<file path="config.mk">
export PLATFORM = sky130hd
export DESIGN_NAME = touch_press_holdoff_mapper
export DESIGN_NICKNAME = d
export VERILOG_FILES = /design/src/sv/tpm_pkg.sv /design/src/sv/tpm_regs.sv /design/src/sv/tpm_divider.sv /design/src/sv/tpm_axis.sv /design/src/sv/touch_press_holdoff_mapper.sv
export SDC_FILE = /design/constraint.sdc
export NUM_CORES = 1
export LEC_CHECK = 0
export BUFFER_PORTS_ARGS = -buffer_cell sky130_fd_sc_hd__buf_2
export CAP_MARGIN = 20
export CORE_UTILIZATION = 45
export DETAILED_ROUTE_END_ITERATION = 8
export PLACE_DENSITY = 0.73
export SKIP_CTS_REPAIR_TIMING = 1
export SLEW_MARGIN = 15
export SYNTH_ARGS = -nofsm -noshare
export SYNTH_HDL_FRONTEND = slang
export SYNTH_SLANG_ARGS = --single-unit
</file>
<file path="constraint.sdc">
create_clock -name clk_i -period 14.81 [get_ports clk_i]
set_input_delay 2.962 -clock clk_i [delete_from_list [all_inputs] [get_ports clk_i]]
set_output_delay 2.962 -clock clk_i [all_outputs]
set_load 0.01 [all_outputs]
</file>
<file path="src/sv/tpm_pkg.sv">
`timescale 1ns / 1ps
// ----------------------------------------------------------------------------
// tpm_pkg
// Shared types and constants for the touch press holdoff mapper.
// ----------------------------------------------------------------------------
package tpm_pkg;

  // Configuration port
  localparam int unsigned AddrW   = 5;   // eight 32-bit registers
  localparam int unsigned DataW   = 32;
  localparam int unsigned RotW    = 8;
  localparam int unsigned HoldW   = 16;

  typedef enum logic [2:0] {
    REG_ROTATION   = 3'd0,
    REG_HOLDOFF    = 3'd1,
    REG_CAL_B_LOW  = 3'd2,
    REG_CAL_B_HIGH = 3'd3,
    REG_CAL_A_STRT = 3'd4,
    REG_CAL_A_END  = 3'd5,
    REG_SCR_WIDTH  = 3'd6,
    REG_SCR_HEIGHT = 3'd7
  } reg_idx_e;

  // Register reset values
  localparam int unsigned RstRotation  = 1;
  localparam int unsigned RstHoldoff   = 100;
  localparam int unsigned RstCalBLow   = 190;
  localparam int unsigned RstCalBHigh  = 3760;
  localparam int unsigned RstCalAStart = 3820;
  localparam int unsigned RstCalAEnd   = 260;
  localparam int unsigned RstScrWidth  = 480;
  localparam int unsigned RstScrHeight = 320;

  // Rotation value that selects the pixel mapping
  localparam logic [RotW-1:0] RotMapped = 8'd1;

  // Result kinds
  localparam int unsigned ActW = 2;
  typedef enum logic [ActW-1:0] {
    ACT_PRESS   = 2'd0,
    ACT_DISCARD = 2'd1,
    ACT_RELEASE = 2'd2
  } action_e;

  // Input flag positions in tuser
  localparam int unsigned FlagReady = 0;
  localparam int unsigned FlagPen   = 1;

  // Sequencer
  typedef enum logic [2:0] {
    ST_IDLE,
    ST_MAP_X,
    ST_WAIT_X,
    ST_MAP_Y,
    ST_WAIT_Y,
    ST_EMIT
  } state_e;

endpackage

</file>
<file path="src/sv/tpm_regs.sv">
`timescale 1ns / 1ps
// ----------------------------------------------------------------------------
// tpm_regs
// APB register file holding mode, holdoff, calibration and screen size settings.
// ----------------------------------------------------------------------------
module tpm_regs
  import tpm_pkg::*;
#(
  parameter int unsigned COORD_BITS = 12
) (
  input  logic                  clk_i,
  input  logic                  rst_ni,
  input  logic                  psel,
  input  logic                  penable,
  input  logic                  pwrite,
  input  logic [AddrW-1:0]      paddr,
  input  logic [DataW-1:0]      pwdata,
  output logic [DataW-1:0]      prdata,
  output logic                  pready,
  output logic [RotW-1:0]       rotation_o,
  output logic [HoldW-1:0]      holdoff_o,
  output logic [COORD_BITS-1:0] cal_b_low_o,
  output logic [COORD_BITS-1:0] cal_b_high_o,
  output logic [COORD_BITS-1:0] cal_a_start_o,
  output logic [COORD_BITS-1:0] cal_a_end_o,
  output logic [COORD_BITS-1:0] scr_width_o,
  output logic [COORD_BITS-1:0] scr_height_o
);

  logic [RotW-1:0]       rot_q;
  logic [HoldW-1:0]      hold_q;
  logic [COORD_BITS-1:0] b_low_q, b_high_q, a_start_q, a_end_q, width_q, height_q;
  logic                  wr_en;
  reg_idx_e              idx;

  assign pready = 1'b1;
  assign wr_en  = psel & penable & pwrite;
  assign idx    = reg_idx_e'(paddr[AddrW-1:2]);

  always_ff @(posedge clk_i or negedge rst_ni) begin
    if (!rst_ni) begin
      rot_q     <= RotW'(RstRotation);
      hold_q    <= HoldW'(RstHoldoff);
      b_low_q   <= COORD_BITS'(RstCalBLow);
      b_high_q  <= COORD_BITS'(RstCalBHigh);
      a_start_q <= COORD_BITS'(RstCalAStart);
      a_end_q   <= COORD_BITS'(RstCalAEnd);
      width_q   <= COORD_BITS'(RstScrWidth);
      height_q  <= COORD_BITS'(RstScrHeight);
    end else if (wr_en) begin
      case (idx)
        REG_ROTATION:   rot_q     <= pwdata[RotW-1:0];
        REG_HOLDOFF:    hold_q    <= pwdata[HoldW-1:0];
        REG_CAL_B_LOW:  b_low_q   <= pwdata[COORD_BITS-1:0];
        REG_CAL_B_HIGH: b_high_q  <= pwdata[COORD_BITS-1:0];
        REG_CAL_A_STRT: a_start_q <= pwdata[COORD_BITS-1:0];
        REG_CAL_A_END:  a_end_q   <= pwdata[COORD_BITS-1:0];
        REG_SCR_WIDTH:  width_q   <= pwdata[COORD_BITS-1:0];
        REG_SCR_HEIGHT: height_q  <= pwdata[COORD_BITS-1:0];
        default: ;
      endcase
    end
  end

  always_comb begin
    case (idx)
      REG_ROTATION:   prdata = DataW'(rot_q);
      REG_HOLDOFF:    prdata = DataW'(hold_q);
      REG_CAL_B_LOW:  prdata = DataW'(b_low_q);
      REG_CAL_B_HIGH: prdata = DataW'(b_high_q);
      REG_CAL_A_STRT: prdata = DataW'(a_start_q);
      REG_CAL_A_END:  prdata = DataW'(a_end_q);
      REG_SCR_WIDTH:  prdata = DataW'(width_q);
      REG_SCR_HEIGHT: prdata = DataW'(height_q);
      default:        prdata = '0;
    endcase
  end

  assign rotation_o    = rot_q;
  assign holdoff_o     = hold_q;
  assign cal_b_low_o   = b_low_q;
  assign cal_b_high_o  = b_high_q;
  assign cal_a_start_o = a_start_q;
  assign cal_a_end_o   = a_end_q;
  assign scr_width_o   = width_q;
  assign scr_height_o  = height_q;

endmodule

</file>
<file path="src/sv/tpm_divider.sv">
`timescale 1ns / 1ps
// ----------------------------------------------------------------------------
// tpm_divider
// Restoring unsigned divider, one quotient bit per cycle.
// ----------------------------------------------------------------------------
module tpm_divider #(
  parameter int unsigned COORD_BITS = 12
) (
  input  logic                    clk_i,
  input  logic                    rst_ni,
  input  logic                    start_i,
  input  logic [2*COORD_BITS-1:0] dividend_i,
  input  logic [COORD_BITS-1:0]   divisor_i,
  output logic                    done_o,
  output logic [2*COORD_BITS-1:0] quotient_o
);

  localparam int unsigned DW   = 2 * COORD_BITS;
  localparam int unsigned CntW = $clog2(DW);

  logic [DW-1:0]         dvd_q, dvd_d;     // dividend shifts out, quotient shifts in
  logic [COORD_BITS-1:0] rem_q, rem_d;
  logic [COORD_BITS-1:0] dvs_q;
  logic [CntW-1:0]       cnt_q, cnt_d;
  logic                  busy_q, busy_d;
  logic                  done_q, done_d;
  logic [COORD_BITS:0]   rem_sh, rem_sub;
  logic                  fits;

  assign rem_sh  = {rem_q, dvd_q[DW-1]};
  assign rem_sub = rem_sh - {1'b0, dvs_q};
  assign fits    = rem_sh >= {1'b0, dvs_q};

  always_comb begin
    dvd_d  = dvd_q;
    rem_d  = rem_q;
    cnt_d  = cnt_q;
    busy_d = busy_q;
    done_d = 1'b0;
    if (start_i) begin
      dvd_d  = dividend_i;
      rem_d  = '0;
      cnt_d  = '0;
      busy_d = 1'b1;
    end else if (busy_q) begin
      rem_d = fits ? rem_sub[COORD_BITS-1:0] : rem_sh[COORD_BITS-1:0];
      dvd_d = {dvd_q[DW-2:0], fits};
      cnt_d = cnt_q + 1'b1;
      if (cnt_q == CntW'(DW - 1)) begin
        busy_d = 1'b0;
        done_d = 1'b1;
      end
    end
  end

  always_ff @(posedge clk_i or negedge rst_ni) begin
    if (!rst_ni) begin
      busy_q <= 1'b0;
      done_q <= 1'b0;
      cnt_q  <= '0;
    end else begin
      busy_q <= busy_d;
      done_q <= done_d;
      cnt_q  <= cnt_d;
    end
  end

  always_ff @(posedge clk_i) begin
    dvd_q <= dvd_d;
    rem_q <= rem_d;
    if (start_i) begin
      dvs_q <= divisor_i;
    end
  end

  assign done_o     = done_q;
  assign quotient_o = dvd_q;

endmodule

</file>
<file path="src/sv/tpm_axis.sv">
`timescale 1ns / 1ps
// ----------------------------------------------------------------------------
// tpm_axis
// Shared coordinate map unit: sign/magnitude multiply, iterative divide,
// clamp to the screen span.
// ----------------------------------------------------------------------------
module tpm_axis #(
  parameter int unsigned COORD_BITS = 12
) (
  input  logic                  clk_i,
  input  logic                  rst_ni,
  input  logic                  start_i,
  input  logic [COORD_BITS-1:0] raw_i,
  input  logic [COORD_BITS-1:0] lo_i,
  input  logic [COORD_BITS-1:0] hi_i,
  input  logic [COORD_BITS-1:0] span_i,
  output logic                  done_o,
  output logic [COORD_BITS-1:0] result_o
);

  localparam int unsigned DW = 2 * COORD_BITS;

  logic [COORD_BITS:0]   diff, den;
  logic [COORD_BITS:0]   diff_neg, den_neg;
  logic [COORD_BITS-1:0] diff_mag, den_mag;
  logic [DW-1:0]         prod;

  logic [DW-1:0]         num_q;
  logic [COORD_BITS-1:0] den_q, span_q;
  logic                  zero_q;
  logic                  div_start_q;

  logic [DW-1:0]         quot;

  // Truncating signed divide: a negative quotient clamps to zero anyway,
  // so only same-sign operands need the magnitude divide.
  assign diff     = {1'b0, raw_i} - {1'b0, lo_i};
  assign den      = {1'b0, hi_i} - {1'b0, lo_i};
  assign diff_neg = -diff;
  assign den_neg  = -den;
  assign diff_mag = diff[COORD_BITS] ? diff_neg[COORD_BITS-1:0] : diff[COORD_BITS-1:0];
  assign den_mag  = den[COORD_BITS] ? den_neg[COORD_BITS-1:0] : den[COORD_BITS-1:0];
  assign prod     = DW'(diff_mag) * DW'(span_i);

  always_ff @(posedge clk_i or negedge rst_ni) begin
    if (!rst_ni) begin
      div_start_q <= 1'b0;
    end else begin
      div_start_q <= start_i;
    end
  end

  always_ff @(posedge clk_i) begin
    if (start_i) begin
      num_q  <= prod;
      den_q  <= den_mag;
      span_q <= span_i;
      zero_q <= (den == '0) | (diff[COORD_BITS] ^ den[COORD_BITS]);
    end
  end

  tpm_divider #(
    .COORD_BITS(COORD_BITS)
  ) u_div (
    .clk_i      (clk_i),
    .rst_ni     (rst_ni),
    .start_i    (div_start_q),
    .dividend_i (num_q),
    .divisor_i  (den_q),
    .done_o     (done_o),
    .quotient_o (quot)
  );

  always_comb begin
    if (zero_q) begin
      result_o = '0;
    end else if (quot > DW'(span_q)) begin
      result_o = span_q;
    end else begin
      result_o = quot[COORD_BITS-1:0];
    end
  end

endmodule

</file>
<file path="src/sv/touch_press_holdoff_mapper.sv">
`timescale 1ns / 1ps
// ----------------------------------------------------------------------------
// touch_press_holdoff_mapper
// Touch poll filter: press holdoff after release, pixel mapping, release.
// ----------------------------------------------------------------------------
// Usage:
//   Each slave-side request is one controller poll. The block keeps a touched
//   flag and the last release time and returns zero or one master-side
//   request per poll: press (with coordinates), press discarded during
//   holdoff, or release. Polls that change nothing give no result. The
//   user must write settings over APB while the block is idle (not enforced).
// Flow:
//   Discards, releases and unmapped presses go straight from the accept
//   to the emit step, which loads the output register; the next poll is
//   taken once the sequencer is back in idle. Polls that give no result
//   leave tready high. A mapped press runs both axes through one shared
//   multiply/divide unit one after the other; each axis registers the
//   product, loads the divider, runs the divider (one quotient bit per
//   cycle) and raises done. No new poll is taken while an item is in the
//   sequencer.
// Reset: registers take their defaults, not touched, release time zero.
// Stall: the result sits in an output register; a new poll is still taken
//   while it waits, and the next result waits in its emit step until the
//   output register frees up.
// ----------------------------------------------------------------------------
module touch_press_holdoff_mapper
  import tpm_pkg::*;
#(
  parameter int unsigned COORD_BITS = 12,
  parameter int unsigned TIME_BITS  = 32
) (
  input  logic                  clk_i,
  input  logic                  rst_ni,
  // slave tdata: raw_a, raw_b, now_ms (low bit up), zero padded to bytes
  input  logic                  s_axis_tvalid,
  output logic                  s_axis_tready,
  input  logic [((2*COORD_BITS+TIME_BITS+7)/8)*8-1:0] s_axis_tdata,
  // slave tuser: sample_ready, pen_down (low bit up)
  input  logic [1:0]            s_axis_tuser,
  // master tdata: pos_x, pos_y (low bit up), zero padded to bytes
  output logic                  m_axis_tvalid,
  input  logic                  m_axis_tready,
  output logic [((2*COORD_BITS+7)/8)*8-1:0] m_axis_tdata,
  // master tuser: action
  output logic [ActW-1:0]       m_axis_tuser,
  // configuration
  input  logic                  psel,
  input  logic                  penable,
  input  logic                  pwrite,
  input  logic [AddrW-1:0]      paddr,
  input  logic [DataW-1:0]      pwdata,
  output logic [DataW-1:0]      prdata,
  output logic                  pready
);

  localparam int unsigned COutW = ((2*COORD_BITS+7)/8)*8;
  localparam int unsigned APos  = 0;
  localparam int unsigned BPos  = COORD_BITS;
  localparam int unsigned TPos  = 2 * COORD_BITS;

  // settings
  logic [RotW-1:0]       rotation;
  logic [HoldW-1:0]      holdoff;
  logic [COORD_BITS-1:0] cal_b_low, cal_b_high, cal_a_start, cal_a_end;
  logic [COORD_BITS-1:0] scr_width, scr_height;

  tpm_regs #(
    .COORD_BITS(COORD_BITS)
  ) u_regs (
    .clk_i         (clk_i),
    .rst_ni        (rst_ni),
    .psel          (psel),
    .penable       (penable),
    .pwrite        (pwrite),
    .paddr         (paddr),
    .pwdata        (pwdata),
    .prdata        (prdata),
    .pready        (pready),
    .rotation_o    (rotation),
    .holdoff_o     (holdoff),
    .cal_b_low_o   (cal_b_low),
    .cal_b_high_o  (cal_b_high),
    .cal_a_start_o (cal_a_start),
    .cal_a_end_o   (cal_a_end),
    .scr_width_o   (scr_width),
    .scr_height_o  (scr_height)
  );

  // poll fields
  logic                  in_ready, in_pen;
  logic [COORD_BITS-1:0] in_a, in_b;
  logic [TIME_BITS-1:0]  in_now, elapsed;

  assign in_ready = s_axis_tuser[FlagReady];
  assign in_pen   = s_axis_tuser[FlagPen];
  assign in_a     = s_axis_tdata[APos +: COORD_BITS];
  assign in_b     = s_axis_tdata[BPos +: COORD_BITS];
  assign in_now   = s_axis_tdata[TPos +: TIME_BITS];

  // sequencer state
  state_e                state_q, state_d;
  logic                  touched_q, touched_d;
  logic [TIME_BITS-1:0]  rel_time_q, rel_time_d;
  logic [COORD_BITS-1:0] ra_q, ra_d, rb_q, rb_d;
  action_e               act_q, act_d;
  logic [COORD_BITS-1:0] px_q, px_d, py_q, py_d;

  // output register
  logic                  out_valid_q, out_valid_d;
  action_e               out_act_q;
  logic [COORD_BITS-1:0] out_x_q, out_y_q;
  logic                  out_load;

  // shared map unit
  logic                  ax_start, ax_sel_y, ax_done;
  logic [COORD_BITS-1:0] ax_raw, ax_lo, ax_hi, ax_span, ax_result;

  assign elapsed  = in_now - rel_time_q;
  assign ax_sel_y = (state_q == ST_MAP_Y);
  assign ax_raw   = ax_sel_y ? ra_q        : rb_q;
  assign ax_lo    = ax_sel_y ? cal_a_start : cal_b_low;
  assign ax_hi    = ax_sel_y ? cal_a_end   : cal_b_high;
  assign ax_span  = ax_sel_y ? scr_height  : scr_width;

  tpm_axis #(
    .COORD_BITS(COORD_BITS)
  ) u_axis (
    .clk_i    (clk_i),
    .rst_ni   (rst_ni),
    .start_i  (ax_start),
    .raw_i    (ax_raw),
    .lo_i     (ax_lo),
    .hi_i     (ax_hi),
    .span_i   (ax_span),
    .done_o   (ax_done),
    .result_o (ax_result)
  );

  assign s_axis_tready = (state_q == ST_IDLE);

  always_comb begin
    state_d    = state_q;
    touched_d  = touched_q;
    rel_time_d = rel_time_q;
    ra_d       = ra_q;
    rb_d       = rb_q;
    act_d      = act_q;
    px_d       = px_q;
    py_d       = py_q;
    ax_start   = 1'b0;
    out_load   = 1'b0;
    case (state_q)
      ST_IDLE: begin
        if (s_axis_tvalid) begin
          if (!touched_q && in_ready) begin
            px_d = '0;
            py_d = '0;
            if (elapsed < TIME_BITS'(holdoff)) begin
              // too soon after release: report and drop
              act_d   = ACT_DISCARD;
              state_d = ST_EMIT;
            end else begin
              act_d     = ACT_PRESS;
              touched_d = 1'b1;
              if (rotation == RotMapped) begin
                ra_d    = in_a;
                rb_d    = in_b;
                state_d = ST_MAP_X;
              end else begin
                px_d    = in_a;
                py_d    = in_b;
                state_d = ST_EMIT;
              end
            end
          end else if (touched_q && !in_pen) begin
            act_d      = ACT_RELEASE;
            px_d       = '0;
            py_d       = '0;
            touched_d  = 1'b0;
            rel_time_d = in_now;
            state_d    = ST_EMIT;
          end
        end
      end
      ST_MAP_X: begin
        ax_start = 1'b1;
        state_d  = ST_WAIT_X;
      end
      ST_WAIT_X: begin
        if (ax_done) begin
          px_d    = ax_result;
          state_d = ST_MAP_Y;
        end
      end
      ST_MAP_Y: begin
        ax_start = 1'b1;
        state_d  = ST_WAIT_Y;
      end
      ST_WAIT_Y: begin
        if (ax_done) begin
          py_d    = ax_result;
          state_d = ST_EMIT;
        end
      end
      ST_EMIT: begin
        if (!out_valid_q || m_axis_tready) begin
          out_load = 1'b1;
          state_d  = ST_IDLE;
        end
      end
      default: state_d = ST_IDLE;
    endcase
  end

  assign out_valid_d = out_load | (out_valid_q & ~m_axis_tready);

  always_ff @(posedge clk_i or negedge rst_ni) begin
    if (!rst_ni) begin
      state_q     <= ST_IDLE;
      touched_q   <= 1'b0;
      rel_time_q  <= '0;
      out_valid_q <= 1'b0;
    end else begin
      state_q     <= state_d;
      touched_q   <= touched_d;
      rel_time_q  <= rel_time_d;
      out_valid_q <= out_valid_d;
    end
  end

  always_ff @(posedge clk_i) begin
    ra_q  <= ra_d;
    rb_q  <= rb_d;
    act_q <= act_d;
    px_q  <= px_d;
    py_q  <= py_d;
    if (out_load) begin
      out_act_q <= act_q;
      out_x_q   <= px_q;
      out_y_q   <= py_q;
    end
  end

  assign m_axis_tvalid = out_valid_q;
  assign m_axis_tuser  = out_act_q;
  assign m_axis_tdata  = COutW'({out_y_q, out_x_q});

endmodule
</file>
# Yosys cells after proc, flatten, opt, wreduce, memory -nomap -nowiden
# Index checks and enable logic that the tools add are counted.
# Widths: inputs -> output; s select.
# op_classes
add_sub_neg	7
multipliers	1
div_mod_pow	0
n_lt_le_gt_ge	3
eq_ne	20
shift	0
muxes	50
bitwise_logic	9
n_reduce_logical	29
# op_table
cell	n
$pmux 32 s8	1
$mux 12	19
$mux 24	2
$pmux 12 s2	2
$lt 32x16->1	1
$sub 32x32->32	1
$sub 12x12->13	2
$gt 24x12->1	1
$mul 12x12->24	1
$mux 3	8
$neg 12->12	2
$eq 3x3->1 const B	6
$pmux 3 s6	1
$reduce_and 2->1	8
$reduce_and 4->1	4
$ge 13x12->1	1
$logic_not 13->1	1
$mux 1	13
$eq 3x2->1 const B	4
$sub 12x12->12	1
$mux 5	2
$reduce_and 5->1	2
$eq 8x1->1 const B	1
$reduce_bool 2->1	4
17 further kinds	31
# word_totals
ff_bits	314
latchBits	0
mem_bits_rw	0
romBits	0
inputBits	102
out_inout_bits	61
wordCells	150
memories	0

# Logic depth before layout (Yosys ltp)
# Gate-level depths: netlist of the first run.
# logic_depth
word_depth	6
ltp_mapped	42
depth_no_buf	37

# Modules after synthesis
# From an unflattened synthesis of the first run, not the netlist that was laid out.
# unflattened
hier_cells	2184
hier_area_um2	23358.7
# by_module_without_submodules
module	instances	cells_each	area_per_inst_um2	seq_area_each_um2
tpm_axis	1	902	8378.0	1496.4
touch_press_holdoff_mapper	1	725	7503.4	3208.1
tpm_regs	1	332	4695.8	2442.3
tpm_divider	1	225	2781.4	1496.4

# Worst setup path after synthesis of the first run
# OpenSTA, ideal clock, no wires.
# synth_timing
kind	reg2reg
from	register state_q[2]
to	register u_axis.num_q[23], data pin
setup_ns	0.260
arrival_time_ns	11.239
t_required_ns	14.550
path_slack_ns	3.311
stages_incl_launch_ff	39
n_path_buf	5
synth_period_minus_slack_ns	11.499
cell_sequence	dfrtp_1 -> nor2b_1 -> and2_1 -> clkbuf_1 -> clkbuf_1 -> buf_1 -> clkbuf_1 -> nand2_1 -> nand2_1 -> ha_1 -> fa_1 -> inv_1 -> a211o_1 -> a31o_2 -> nand3_1 -> nand3_1 -> a21o_1 -> a2111oi_0 -> (+3 left out) -> nand2_1 -> fa_1 -> inv_1 -> fa_1 -> fa_1 -> fa_1 -> inv_1 -> fa_1 -> inv_1 -> ha_1 -> and3_1 -> a31o_2 -> o41ai_1 -> o21ai_0 -> nor4_1 -> o41ai_1 -> a21oi_1 -> xnor2_1
# synth_via
elab_chain_len	6
word_cells_on_any_way	8
classes_between	2 x add/sub; 1 x mul; 1 x eq/ne; 4 x mux
# synth_lines
element	line	source
from (decl)	touch_press_holdoff_mapper.sv:101	state_e state_q, state_d;
from (signal assigned)	touch_press_holdoff_mapper.sv:224	state_q <= state_d;
$eq 3x2->1 *	touch_press_holdoff_mapper.sv:119	assign ax_sel_y = (state_q == ST_MAP_Y);
$mux 12, on equally long branches	touch_press_holdoff_mapper.sv:120, touch_press_holdoff_mapper.sv:121	
$sub 12x12->13	tpm_axis.sv:37	assign diff = {1'b0, raw_i} - {1'b0, lo_i};
$neg 12->12	tpm_axis.sv:39	assign diff_neg = -diff;
$mux 12	tpm_axis.sv:41	assign diff_mag = diff[COORD_BITS] ? diff_neg[COORD_BITS-1:0] : diff[COORD_BITS-1:0];
$mul 12x12->24 *	tpm_axis.sv:43	assign prod = DW'(diff_mag) * DW'(span_i);
via u_axis.prod[23]	tpm_axis.sv:26	logic [DW-1:0] prod;
to (signal assigned)	tpm_axis.sv:55	num_q <= prod;
to (decl)	tpm_axis.sv:28	logic [DW-1:0] num_q;
# Mark *: on every way through the listed nets, which the timed path passes. The rest lies on a longest branch.
# A chain may end at the register's enable or synchronous reset.

# Worst setup path in the final report of the first run
# layout_timing
from	register state_q[0]
to	register u_axis.num_q[23], data pin
# Same word-level chain as after synthesis.

==> results.cfg, run 1 <==
[final_layout]
final_core_utilization_pct = 50.5
nets = 2715
antenna_cells = 0
area_growth_pct = 10.6
fill_cells = 4419
drive_gt1_share_pct = 18.3
regArea_mm2 = 0.00864
multiInputGateArea_mm2 = 0.0129

[logic_synthesis]
yosysTopAreaCell = edfxtp_1
netlist_instances = 2256
synth.most_common_cell = inv_1
yosysWarnings = 0
synth.top_cell.area_share_pct = 21.1
synth-seq-area-share_pct = 37.8
ys_types = 87
yosys-top-cells-count = inv_1 (251), nand2_1 (228), edfxtp_1 (161)
ys.flop_type = edfxtp_1
post_synth_main_area_contributors = edfxtp_1 (21%), dfrtp_1 (12%), fa_1 (9.1%)
ys_async_sr_fraction_pct = 44.9
netlist_area_mm2 = 0.0229
ys_ff_latch = 314
synth_edf_count = 161
synth_area_per_cell_um2 = 10.1

[detailed_routing]
drt_iter0_drc = 1400
wl_um = 56600
drt.antenna.violating_nets = 0
post_drt_wl_per_cell_um = 18.5
drtPass1Iterations = 6
vias = 17300
drc = 0
viasPerCell = 5.68

[critical_path]
worst_path_max_delay_cell = xnor2_1
critPathKind = register to register
r2r_start = state_q[0]
critPathMaxFanout = 51
r2r_setup_slack_ns = 3.57
cp_data_required_time_ns = 15.12
cpMostUsedCell = fa_1
arrival_ns = 11.55
worst_setup_path_end_kind = register
max_stage_delay_ns = 0.90
ff2ff_path_depth = 34
start_kind = register
regToRegEndpoint = u_axis.num_q[23]

[floorplan]
rows = 82
die_w_um = 228
dieArea_mm2 = 0.0518
core_mm2 = 0.0502
ios = 163
start_util_pct = 45.6
dieHeight_um = 228

[clocking]
cts.sinks = 314
ctsLongestPathBuffers = 3
h-tree-depth = 2
root_buffer = clkbuf_16
cts_tree = built
clk_pin_slew_ns = 0.07
cts_buffers = 35
insertion_delay_ns = 0.57

[timing]
relSlewSlack_pct = 25.4
drv_slew = 0
fin_crit_ns = 11.24
finalSetupViolations = 0
whs_ns = 0.419
grt_setup_unrepaired = false
worst_clock_skew_ns = 0.0267
fin_tns_setup_ns = 0
fmaxAchievable_ghz = 0.0890
period_share_pct = 75.9
worst_pin_slew_ns = 1.11
hold_viol_final = 0

[run_status]
status = complete, no violations

[flow_run]
cap_violations = 0

[global_route]
grt_max_degree = 87
grt_pass1_vias = 16800
grt_pass1_wl_um = 89800
grt_util_all_layers_pct = 22.1
antenna_found_initial = 0
overflow = 0

[min_path]
hp-class = register to register
hp-start = px_q[1]
hold_end = out_x_q[1]
min_path_cells = 0

[placed_design]
io_buffers = 127
place.gp.congestion = 0.906
place_hpwl_um = 42200
layer usage:
layer	GRT usage (%)	routed length (µm)	share of wire (%)	vias to the layer above
li1	-	-	-	8053
met1	31.0	25300	45	8604
met2	35.3	26300	47	585
met3	3.02	3390	6.0	99
met4	7.34	1570	2.8	0
met5	0	0	0	-
stage by stage:
step | setup slack [ns] | instances | instance area, µm²
after floorplan | 3.31 | 2271 | 23000
after global placement | 4.13 | 2989 | 24200
after detailed placement | 3.81 | 2990 | 24200
after CTS | 3.75 | 3054 | 25300
after global routing | 2.89 | 3055 | 25300
final | 3.57 | 3055 | 25300
placed cells by master, fill, tap and decap left out, drive strengths merged, types with 35 or more instances in the layout:
cell type | Yosys | final
a21oi | 66 | 66
nor2b | 39 | 39
ha | 153 | 153
fa | 104 | 104
mux2 | 141 | 141
dfrtp | 109 | 109
nand4 | 35 | 35
nor3 | 42 | 42
xnor2 | 56 | 56
clkbuf | 74 | 46
buf | 32 | 154
inv | 251 | 252
nor2 | 152 | 152
o21ai | 84 | 84
edfxtp | 161 | 161
mux2i | 37 | 37
a21o | 38 | 38
nand2 | 228 | 228
flip-flops by register name (all words and copies together), names as in the netlist, 16 cells and up:
register / flops
rel_time_q: 32
u_axis.num_q: 24
u_axis.u_div.quotient_o: 24
u_regs.holdoff_o: 16
kinds of logic (layout without fill, tap and decap cells):
group,after synthesis,after routing,synth area share (%)
XOR/XNOR,88,88,3.43
buffers and inverters,357,469,6.21
multiplexers,190,190,9.73
other,2,17,0.0328
adder cells (fa/ha/maj),260,260,17.6
AO/OA/AOI/OAI,369,369,10.9
flip-flops,314,314,37.8
AND/OR/NAND/NOR,676,676,14.3
worst max-delay path by stage:
stage	from	endpoint	slack, ns	depth (start not counted)
floorplan	state_q[2]	u_axis.num_q[23]	3.31	38
global placement	state_q[0]	u_axis.num_q[23]	4.13	35
detailed placement	state_q[0]	u_axis.num_q[23]	3.81	34
CTS	state_q[0]	u_axis.num_q[23]	3.75	34
global route	state_q[0]	u_axis.num_q[23]	2.89	35
finish	state_q[0]	u_axis.num_q[23]	3.57	34
worst max-delay path, delay by kind of cell (launching register included):
family / cells / cell delay (ns)
simple gates: 9 / 1.71
xor+xnor: 2 / 0.99
buf+inv: 5 / 1.11
mux: 1 / 0.21
flops: 1 / 0.60
compound gates: 10 / 3.13
fa+ha+maj: 7 / 3.23
area by class of cell:
cell class,instances,area share [%]
Multi-Input combinational cell,1600,51.0
Sequential cell,314,34.1
Clock buffer,46,3.74
Inverter,251,3.72
Timing Repair Buffer,154,3.38
Tap cell,672,3.32
Clock inverter,18,0.726
Power of run 1 is not shown: default switching activity piles up to over one toggle a cycle in this logic, so the estimate is an artifact.
==> inputs of run 2 (changes only) <==
--- a/config.mk
+++ b/config.mk
@@ -5,11 +5,12 @@
 export SDC_FILE = /design/constraint.sdc
 export NUM_CORES = 1
 export LEC_CHECK = 0
+export ABC_AREA = 1
 export BUFFER_PORTS_ARGS = -buffer_cell sky130_fd_sc_hd__buf_2
 export CAP_MARGIN = 20
 export CORE_UTILIZATION = 45
 export DETAILED_ROUTE_END_ITERATION = 8
-export PLACE_DENSITY = 0.73
+export PLACE_DENSITY = 0.76
 export SKIP_CTS_REPAIR_TIMING = 1
 export SLEW_MARGIN = 15
 export SYNTH_ARGS = -nofsm -noshare
==> constraint.sdc (replaced) <==
create_clock -name clk_i -period 9.3 [get_ports clk_i]
set_input_delay 1.86 -clock clk_i [delete_from_list [all_inputs] [get_ports clk_i]]
set_output_delay 1.86 -clock clk_i [all_outputs]
set_load 0.01 [all_outputs]
==> run 2 against run 1 <==
- routed wire length up 13%
- design area is 2.2% higher
- setup slack got worse by 3.0 ns
- clock skew is 0.011 ns lower
- final cell count up 23%
- flip-flop and latch count is the same
- sequential share of layout area is 0.74 points lower
- critical endpoint is now u_axis.num_q[21]
- largest cell class unchanged
==> results.cfg, run 2 <==
[logic_synthesis]
yosysTopAreaCell = edfxtp_1
yosysWarnings = 0
netlist_instances = 2944
netlist_area_mm2 = 0.0233
synth-seq-area-share_pct = 37.1
ys_ff_latch = 314
ys_async_sr_fraction_pct = 44.9
post_synth_main_area_contributors = edfxtp_1 (21%), nand2_1 (13%), dfrtp_1 (12%)
synth_edf_count = 161
synth.most_common_cell = nand2_1
synth.top_cell.area_share_pct = 20.7
synth_area_per_cell_um2 = 7.92
yosys-top-cells-count = nand2_1 (819), inv_1 (495), o21ai_0 (224)
ys_types = 61
ys.flop_type = edfxtp_1

[critical_path]
cp_top_family = adder cells
worst_path_max_delay_cell = o21ai_1
cpMostUsedCell = nand2_1
arrival_ns = 9.03
worst_setup_path_end_kind = register
critPathKind = register to register
start_kind = register
crit_buf_inv = 8
max_stage_delay_ns = 0.62
cp_data_required_time_ns = 9.61
critPathMaxFanout = 36

[detailed_routing]
vias = 19800
drt.antenna.violating_nets = 0
drc = 0
post_drt_wl_per_cell_um = 16.9
wl_um = 63800
drt_iter0_drc = 1796
viasPerCell = 5.27
drtPass1Iterations = 6

[timing]
drv_slew = 0
worst_pin_slew_ns = 1.05
relSlewSlack_pct = 29.5
grt_setup_unrepaired = false
period_share_pct = 93.8
worst_clock_skew_ns = 0.0158
fin_crit_ns = 8.73
finalSetupViolations = 0
fmaxAchievable_ghz = 0.115
hold_viol_final = 0
fin_tns_setup_ns = 0

[placed_design]
place_hpwl_um = 50400
place.gp.congestion = 0.947
place_inst = 3697
dpl-instance-area_mm2 = 0.0246
io_buffers = 127

[floorplan]
dieHeight_um = 230
dieArea_mm2 = 0.0527
rows = 83
ios = 163
die_w_um = 230
core_mm2 = 0.0512
start_util_pct = 45.5

[clocking]
root_buffer = clkbuf_16
h-tree-depth = 2
cts_buffers = 36
clk_pin_slew_ns = 0.06
cts_tree = built
ctsLongestPathBuffers = 3
cts.sinks = 314
insertion_delay_ns = 0.57

[final_layout]
regArea_mm2 = 0.00864
largest_register_ff_count = 32
drive_gt1_share_pct = 9.92
mostFrequentLayoutCell = nand2_1
fill_cells = 4783
max_flop_register = rel_time_q
nets = 3416
multiInputGateArea_mm2 = 0.0124
fin_cells = 3766
final_core_utilization_pct = 50.6
final_cell_mix = nand2_1 (819), inv_1 (495), o21ai_0 (218)
postLayoutCellArea_mm2 = 0.0259
area_growth_pct = 11.1

[run_status]
status = complete, no violations

[global_route]
gr-usage-met3_pct = 5.08
grt_max_degree = 65
grt_use_met2_pct = 39.5
grt_pass1_vias = 18900
grt_pass1_wl_um = 100000
use_met1_pct = 30.7
busiest_layer = met2
overflow = 0
grt_util_all_layers_pct = 24.3
antenna_found_initial = 0

[min_path]
hp-class = register to register

[flow_run]
cap_violations = 0
[run 2: cell types whose count changed in the layout (fill, tap and decap cells not counted), sizes merged, moves of 22 or more]
cell | previous run | this run
a21o | 38 | 3
a21oi | 66 | 107
inv | 252 | 510
mux2 | 141 | 1
mux2i | 37 | 3
nand2 | 228 | 843
nand2b | 34 | 0
nand3 | 26 | 149
nor2 | 152 | 202
nor2b | 39 | 0
nor3b | 2 | 26
o21ai | 84 | 229
or2 | 24 | 2
xnor2 | 56 | 19
[run 2: path summary, 6_finish.rpt]
path,slack [ns],startpoint,end,cells past startpoint
max reg2reg,0.57,state_q[2],u_axis.num_q[21],36
max,0.57,state_q[2],u_axis.num_q[21],36
min reg2reg,0.42,py_q[2],out_y_q[2],0
max in group asynchronous,6.39,rst_ni,u_regs.cal_a_start_o[1],3
min in group asynchronous,1.20,rst_ni,rel_time_q[12],1
min,0.42,py_q[2],out_y_q[2],0
[run 2: area by class of cell]
class	count	area share (%)
Inverter	509	7.38
Sequential cell	314	33.4
Timing Repair Buffer	151	3.20
Clock inverter	19	0.952
Antenna cell	1	0.00966
Clock buffer	47	3.83
Multi-Input combinational cell	2045	48.0
Tap cell	680	3.29
[run 2: worst register-to-register path: cells and delay by family, from the launching register on]
kind | cells | cell delay [ns]
adder cells (fa/ha/maj) | 7 | 3.32
AO/OA/AOI/OAI | 6 | 1.84
AND/OR/NAND/NOR | 14 | 1.53
buffers and inverters | 8 | 1.20
flip-flops | 1 | 0.51
XOR/XNOR | 1 | 0.08
[run 2: cell families after synthesis]
kind of cell	synth area share (%)
fa+ha+maj	17.1
other cells	0.0322
flops	37.1
buf+inv	10.1
compound gates	9.82
simple gates	23.6
mux	0.177
xor+xnor	2.06
[run 2: routing by layer]
metal  vias to the layer above  wire (µm)
met5                         -          0
li1                       9658          -
met2                       815      29000
met1                      9198      26300
met3                       176       5210
met4                         0       3250
[run 2: metrics by stage]
step           setup slack (ns)  hold slack [ns]
2_1_floorplan              1.48            0.400
3_3_place_gp              0.528            0.402
3_5_place_dp              0.417            0.405
4_1_cts                   0.387            0.420
5_1_grt                  0.0601            0.423
6_report                  0.573            0.420
Power of run 2 is left out for the same reason.
==> inputs of run 3 (changes only) <==
--- a/config.mk
+++ b/config.mk
@@ -5,7 +5,6 @@
 export SDC_FILE = /design/constraint.sdc
 export NUM_CORES = 1
 export LEC_CHECK = 0
-export ABC_AREA = 1
 export BUFFER_PORTS_ARGS = -buffer_cell sky130_fd_sc_hd__buf_2
 export CAP_MARGIN = 20
 export CORE_UTILIZATION = 45
==> run 3 against run 2 <==
- register-to-register slack got worse by 0.18 ns
- die area decreased by 1.8%
- via count decreased by 12%
- count of clock-buffer cells in the layout increased by 2
- worst hold slack got worse by 0.0089 ns
- critical path type unchanged
- largest cell class unchanged
- non-clock buffer count increased by 28
- design area decreased by 0.53%
==> results.cfg, run 3 (synthesized netlist as in run 1, its figures left out) <==
[run_status]
status = complete, no violations

[placed_design]
place_hpwl_um = 44000
place_inst = 3010
place.gp.congestion = 0.907
io_buffers = 127

[timing]
hold_viol_final = 0
finalSetupViolations = 0
relSlewSlack_pct = 29.4
grt_setup_unrepaired = true
fin_tns_setup_ns = 0
drv_slew = 0
fin_crit_ns = 8.90
period_share_pct = 95.7
fmaxAchievable_ghz = 0.112
worst_pin_slew_ns = 1.05
worst_clock_skew_ns = 0.0171

[global_route]
grt_pass1_wl_um = 90900
antenna_found_initial = 0
grt_max_degree = 98
overflow = 0
grt_pass1_vias = 17100
grt_util_all_layers_pct = 22.4

[final_layout]
regArea_mm2 = 0.00865
final_cell_mix = inv_1 (251), nand2_1 (228), edfxtp_1 (161)
drive_gt1_share_pct = 20.3
fin_cells = 3080
mostFrequentLayoutCell = inv_1
fill_cells = 4375
max_flop_register = rel_time_q
largest_register_ff_count = 32
nets = 2740
area_growth_pct = 12.5
antenna_cells = 0
multiInputGateArea_mm2 = 0.0131

[clocking]
insertion_delay_ns = 0.55
root_buffer = clkbuf_16
cts_buffers = 35
cts_tree = built
cts.sinks = 314
ctsLongestPathBuffers = 3
h-tree-depth = 2
clk_pin_slew_ns = 0.06

[floorplan]
core_mm2 = 0.0502
dieHeight_um = 228
die_w_um = 228
start_util_pct = 45.6
rows = 82
dieArea_mm2 = 0.0518
ios = 163

[critical_path]
r2r_start = state_q[2]
ff2ff_path_depth = 34
max_stage_delay_ns = 0.54
regToRegEndpoint = u_axis.num_q[20]
start_kind = register
crit_buf_inv = 9
r2r_setup_slack_ns = 0.40
cp_top_family = adder cells
worst_path_max_delay_cell = fa_1
critPathKind = register to register
worst_setup_path_end_kind = register
critPathMaxFanout = 25
cpMostUsedCell = buf_4
cp_data_required_time_ns = 9.59
arrival_ns = 9.19

[min_path]
hold_end = u_axis.u_div.dvs_q[7]
hp-class = register to register
hp-start = u_axis.den_q[7]
min_path_cells = 0

[detailed_routing]
wl_um = 57800
drt_iter0_drc = 1398
vias = 17400
post_drt_wl_per_cell_um = 18.8
drtPass1Iterations = 5
viasPerCell = 5.64
drt.antenna.violating_nets = 0
drc = 0

[flow_run]
cap_violations = 0
-- run 3: changes by cell type in the layout (fill, tap and decap cells not counted), moves of 41 or more --
cell / change
inv_1: -244
a21oi_1: -41
nand2_1: -591
nand3_1: -115
mux2_2: +140
o21ai_0: -136
nor2_1: -44
-- run 3: worst reg2reg max path: cells and delay by family, from the launching register on --
kind,cells,cell delay [ns]
adders and majority gates,7,3.01
AOI/OAI and AO/OA,11,2.91
buffers and inverters,9,1.12
and+or+nand+nor,5,0.81
DFF,1,0.47
xor gates and xnor gates,2,0.31
-- run 3: worst max-delay path by stage --
stage / startpoint / endpoint / depth (start not counted)
3_5_place_dp: state_q[2] / u_axis.num_q[23] / 32
6_report: state_q[2] / u_axis.num_q[20] / 34
2_1_floorplan: state_q[2] / u_axis.num_q[22] / 38
5_1_grt: state_q[2] / u_axis.num_q[23] / 34
3_3_place_gp: state_q[2] / u_axis.num_q[23] / 32
4_1_cts: state_q[2] / u_axis.num_q[23] / 32
-- run 3: stage by stage --
stage | setup WS [ns] | cell area (µm²) | util [%] | hold slack [ns]
2_1_floorplan | 0.0000400 | 23100 | - | 0.400
3_3_place_gp | 0.304 | 24400 | 48.6 | 0.405
3_5_place_dp | 0.181 | 24400 | 48.6 | 0.405
4_1_cts | 0.147 | 25600 | 51.0 | 0.416
5_1_grt | -0.0568 | 25800 | 51.3 | 0.426
6_report | 0.397 | 25800 | 51.3 | 0.412
-- run 3: layout make-up --
type,instances,area share (%)
multi-input cells,1600,51.0
flip-flops and latches,314,33.6
repair buffers,179,4.01
clock buffers,49,3.72
inverters,251,3.66
well taps,672,3.26
clock inverters,15,0.831
-- run 3: metal layers --
layer	wire length [µm]	GRT usage, %
met1	25000	30.8
met2	27400	36.1
met3	3650	3.10
met4	1660	7.69
met5	0	0
Power of run 3 is left out for the same reason.
